File: src/sblc_pkg.sv
package sblc_pkg;

    localparam int ENTRIES_DEF   = 32;
    localparam int ID_W          = 6;            // wide enough for any legal ENTRIES
    localparam logic [31:0] LIMIT_FLOOR   = 32'd1000000;
    localparam logic [31:0] LIMIT_RESET   = 32'd8388608;

    localparam logic [1:0] OP_ADD    = 2'd0;
    localparam logic [1:0] OP_REMOVE = 2'd1;
    localparam logic [1:0] OP_ACCESS = 2'd2;
    localparam logic [1:0] OP_RESIZE = 2'd3;

    localparam logic [1:0] KIND_SWAP   = 2'd0;
    localparam logic [1:0] KIND_RELOAD = 2'd1;
    localparam logic [1:0] KIND_DONE   = 2'd2;
    localparam logic [1:0] KIND_NOROOM = 2'd3;

    typedef struct packed {
        logic [1:0]  op;
        logic [4:0]  entry_id;
        logic [31:0] item_size;
        logic [31:0] data_tag;
    } req_t;

    typedef struct packed {
        logic [1:0]  kind;
        logic [4:0]  out_id;
        logic [31:0] out_tag;
        logic [31:0] used_total;
        logic        last;
    } rsp_t;

    typedef enum logic [2:0] {
        CMD_NONE,
        CMD_ADD,
        CMD_CLEAR,
        CMD_EVICT,
        CMD_LIST,
        CMD_PLACE,
        CMD_UNSWAP
    } cmd_code_t;

    typedef struct packed {
        cmd_code_t       code;
        logic [ID_W-1:0] idx;
        logic [ID_W-1:0] rank;
        logic [31:0]     bytes;
        logic [31:0]     tag;
    } cmd_t;

    typedef struct packed {
        logic            found;
        logic [ID_W-1:0] rank;
        logic [ID_W-1:0] id;
    } cand_t;

    typedef enum logic [2:0] {
        S_IDLE,
        S_DECODE,
        S_EVAL,
        S_SEARCH,
        S_EVICT,
        S_FINAL
    } state_t;

endpackage

File: src/sblc_cell.sv
module sblc_cell #(
    parameter int INDEX = 0,
    parameter int IW    = 5
) (
    input  logic                clk,
    input  logic                rst_n,
    input  sblc_pkg::cmd_t      cmd,
    input  sblc_pkg::cand_t     cand_in,
    output sblc_pkg::cand_t     cand_out,
    output logic [31:0]         bytes,
    output logic [31:0]         tag,
    output logic                listed,
    output logic                swapped,
    output logic [IW-1:0]       rank
);
    import sblc_pkg::*;

    logic [31:0]   bytes_reg, tag_reg;
    logic          listed_reg, swapped_reg;
    logic [IW-1:0] rank_reg;
    cand_t         cand_reg, cand_next;
    logic          hit, better;

    assign hit = (cmd.idx == ID_W'(INDEX));

    always_comb
    begin
        better = listed_reg && (!cand_in.found || (ID_W'(rank_reg) > cand_in.rank));
        if (better)
        begin
            cand_next.found = 1'b1;
            cand_next.rank  = ID_W'(rank_reg);
            cand_next.id    = ID_W'(INDEX);
        end
        else
        begin
            cand_next = cand_in;
        end
    end

    always_ff @(posedge clk or negedge rst_n)
    begin
        if (!rst_n)
        begin
            bytes_reg   <= '0;
            tag_reg     <= '0;
            listed_reg  <= 1'b0;
            swapped_reg <= 1'b0;
            rank_reg    <= IW'(INDEX);
            cand_reg    <= '0;
        end
        else
        begin
            cand_reg <= cand_next;
            case (cmd.code)
                CMD_ADD:
                begin
                    if (hit)
                    begin
                        bytes_reg   <= cmd.bytes;
                        tag_reg     <= cmd.tag;
                        listed_reg  <= 1'b0;
                        swapped_reg <= 1'b0;
                    end
                end
                CMD_CLEAR:
                begin
                    if (hit)
                    begin
                        bytes_reg  <= '0;
                        tag_reg    <= '0;
                        listed_reg <= 1'b0;
                    end
                end
                CMD_EVICT:
                begin
                    if (hit)
                    begin
                        listed_reg  <= 1'b0;
                        swapped_reg <= 1'b1;
                    end
                end
                CMD_LIST, CMD_PLACE:
                begin
                    if (hit)
                    begin
                        rank_reg <= '0;
                        if (cmd.code == CMD_LIST)
                        begin
                            listed_reg  <= 1'b1;
                            swapped_reg <= 1'b0;
                        end
                    end
                    else if (ID_W'(rank_reg) < cmd.rank)
                    begin
                        rank_reg <= rank_reg + 1'b1;
                    end
                end
                CMD_UNSWAP:
                begin
                    if (hit)
                        swapped_reg <= 1'b0;
                end
                default:
                begin
                end
            endcase
        end
    end

    assign cand_out = cand_reg;
    assign bytes    = bytes_reg;
    assign tag      = tag_reg;
    assign listed   = listed_reg;
    assign swapped  = swapped_reg;
    assign rank     = rank_reg;

endmodule

File: config.mk
export PLATFORM = sky130hd
export DESIGN_NAME = sblc_cell
export DESIGN_NICKNAME = d
export VERILOG_FILES = /design/src/sblc_pkg.sv /design/src/sblc_cell.sv
export SDC_FILE = /design/constraint.sdc
export NUM_CORES = 1
export LEC_CHECK = 0
export ABC_AREA = 1
export ABC_CLOCK_PERIOD_IN_PS = 1680
export BUFFER_PORTS_ARGS = -buffer_cell sky130_fd_sc_hd__buf_2
export CORE_MARGIN = 5
export CORE_UTILIZATION = 45
export CTS_CLUSTER_SIZE = 8
export DETAILED_ROUTE_END_ITERATION = 12
export PLACE_DENSITY = 0.82
export SYNTH_ARGS = -nofsm -noshare
export SYNTH_HDL_FRONTEND = slang
export SYNTH_SLANG_ARGS = --single-unit
File: constraint.sdc
create_clock -name clk -period 1.68 [get_ports clk]
set_input_delay 0.084 -clock clk [delete_from_list [all_inputs] [get_ports clk]]
set_output_delay 0.084 -clock clk [all_outputs]
set_load 0.005 [all_outputs]
==> flow_summary_export.csv <==
group,metric,value,unit
setup_path,r2r_start,"rank[3]",
global_routing,grt_use_total,21.9,%
min_path,hold_start,"cmd[25]",
sta,tightest_slew,0.522,ns
clock_network,clkLatencyLatePin,0.34,ns
sta,final-hold-violation-count,0,
route,first_pass_iters,4,
sta,tns,0,ns
power_and_ir_drop,total_power,5.07,mW
cells_and_area,nFillCells,612,
power_and_ir_drop,leakagePower,3.27,nW
logic_synthesis,postSynthCellCount,424,
global_routing,grt_max_degree,56,
route,vias,3734,
setup_path,path_class,"reg -> reg",
sta,fin_crit_sh,96.7,%
min_path,hold_path.class,"in -> reg",
sta,setup-violations-final,0,
setup_path,end_kind,"register",
place,dp_hpwl,7290,µm
logic_synthesis,ys_ff_latch,84,
sta,slew_viol_final,0,
sta,finalClockSkew,0.0101,ns
clock_network,cts.sinks,84,
power_and_ir_drop,max-vdd-ir-drop,0.488,mV
place,place_congestion,0.832,
route,ant_nets,0,
sta,relSlewSlack,65.2,%
cells_and_area,antennaDiodeCount,0,
global_routing,grt_pass1_wl,17700,µm
cells_and_area,regArea,2100,µm²
global_routing,antenna_found_initial,0,
clock_network,htreeDepth,3,
setup_path,cp.arrival,1.80,ns
route,drt-total-wl,11000,µm
run_status,status,"finished clean",
route,drt_iter0_drc,143,
clock_network,cts_root_buf,"clkbuf_8",
power_and_ir_drop,power_density,907,nW/µm²
setup_path,critPathRequiredTime,1.86,ns
die,die_w,100,µm
cells_and_area,nNetsFinal,774,
sta,rsz0062_at_grt,"true",
sta,min_period,1.62,ns
logic_synthesis,yosys.area.top_type,"dfrtp_1",
logic_synthesis,yosys_warnings,0,
cells_and_area,stdcell_count,779,
clock_network,tritoncts,"built",
cells_and_area,drive_gt1_share,31.9,%
route,routedWlPerCell,14.2,µm
logic_synthesis,syn_nets,528,
place,place_ws,0.0670,ns
die,die_area,10100,µm²
global_routing,gr-total-overflow,0,
cells_and_area,final_common_cell,"buf_2",
cells_and_area,post-route-util,69.1,%
cells_and_area,final_cell_mix,"buf_2, nand2_1, dfrtp_1",
die,rows,33,
logic_synthesis,synth_area,3670,µm²
job,cap_viol_max_count,0,
setup_path,cp-start-kind,"register",
cells_and_area,multi_input_area,1390,µm²
logic_synthesis,yosys.cell_types.count,23,
cells_and_area,area_growth,52.3,%
logic_synthesis,netlist.area_leader.share,57.3,%
die,ios,178,
sta,setup_slack,0.0559,ns
logic_synthesis,yosys-top-cells-area,"dfrtp_1, nand2_1, nand3_1, o21ai_1, ha_1",
die,core_area,8090,µm²
place,portBuffers,177,
die,fp.dieH,100,µm
clock_network,clockBufferDepth,2,
logic_synthesis,ys_seq_area_share,57.3,%
clock_network,path_clk_slew,0.07,ns
logic_synthesis,postSynthAreaPerCell,8.66,µm²
clock_network,cts_buffers,9,
clock_network,cts_setup_buffers,0,
setup_path,crit_fanout,12,
place,placedCellCount,698,
route,drc,0,
route,via_per_inst,4.79,
global_routing,first_global_vias,3840,
setup_path,cp-startpoint,"rank[3]",
die,start_util,45.4,%
sta,fmax,0.616,GHz
cells by family after synthesis:
family,count (synthesis),share of synthesized area (%)
xor gates and xnor gates,2,0.477
buffers and inverters,46,5.45
DFF,84,57.3
adders and majority gates,10,3.41
AOI/OAI and AO/OA,48,7.09
and+or+nand+nor,234,26.3
worst max-delay path, stage by stage, from the launching register on:
cell	delay (ns)
dfrtp_1	0.42
ha_1	0.31
nand2_1	0.07
nor2_2	0.13
nand2_1	0.06
nand3_1	0.07
nand2_1	0.06
nand2_1	0.10
buf_6	0.16
a21boi_0	0.11
area by class of cell:
class                           count  share of cell area, %
Clock buffer                       11                   2.53
Sequential cell                    84                   37.6
Inverter                           25                   1.68
Clock inverter                      4                   1.32
Tap cell                          105                   2.35
Multi-Input combinational cell    294                   24.8
Timing Repair Buffer              256                   29.7
routing by layer:
metal  up-vias  share of wire [%]  track usage, %
met2       141                 51            38.8
met1      1729                 40            26.2
li1       1840                  -               -
met4         0                2.1            8.08
met5         -                  0               0
met3        24                6.8            4.66
cells in the mapped netlist:
master    number
or2_2          2
clkbuf_1       9
a22oi_1        1
o21ai_0        8
nand2_1      175
a21boi_0       6
a21oi_1        1
dfrtp_1       84
buf_2         10
xor2_1         2
o21ai_1       31
inv_1         24
nand4_2        1
nand3b_1       3
ha_1          10
nor2_1         8
inv_2          1
o211ai_1       1
nand3_1       42
nor3_1         1
buf_6          2
nand3_2        1
nand2_2        1
repair_timing:
action	CTS	global route
hold buffers	65	1
setup endpoints to repair	0	14
endpoints found under the hold margin	101	1
resized for setup	0	6
worst paths after layout:
| kind | slack [ns] | end | depth (start not counted) |
|---|---|---|---|
| worst min register to register | 0.48 | tag[12] | 2 |
| worst max-delay path | 0.06 | cand_out[2] | 9 |
| min in group asynchronous | 0.25 | tag[2] | 2 |
| worst max register to register | 0.06 | cand_out[2] | 9 |
| max in group asynchronous | 0.81 | tag[25] | 3 |
| worst min-delay path | 0.02 | tag[25] | 3 |
metrics by stage:
step,area (µm²),hold slack [ns]
after floorplan,3670,-0.212
after global placement,4700,0.0780
after detailed placement,4700,0.0887
after CTS,5570,0.00137
after global routing,5590,0.00329
final,5590,0.0180
report_power, final:
group	switching, mW	total (mW)	internal [mW]
Clock	0.670	1.54	0.871
Combinational	0.602	1.21	0.610
Sequential	0.124	2.32	2.20
Power figures use the tool's default switching activity.
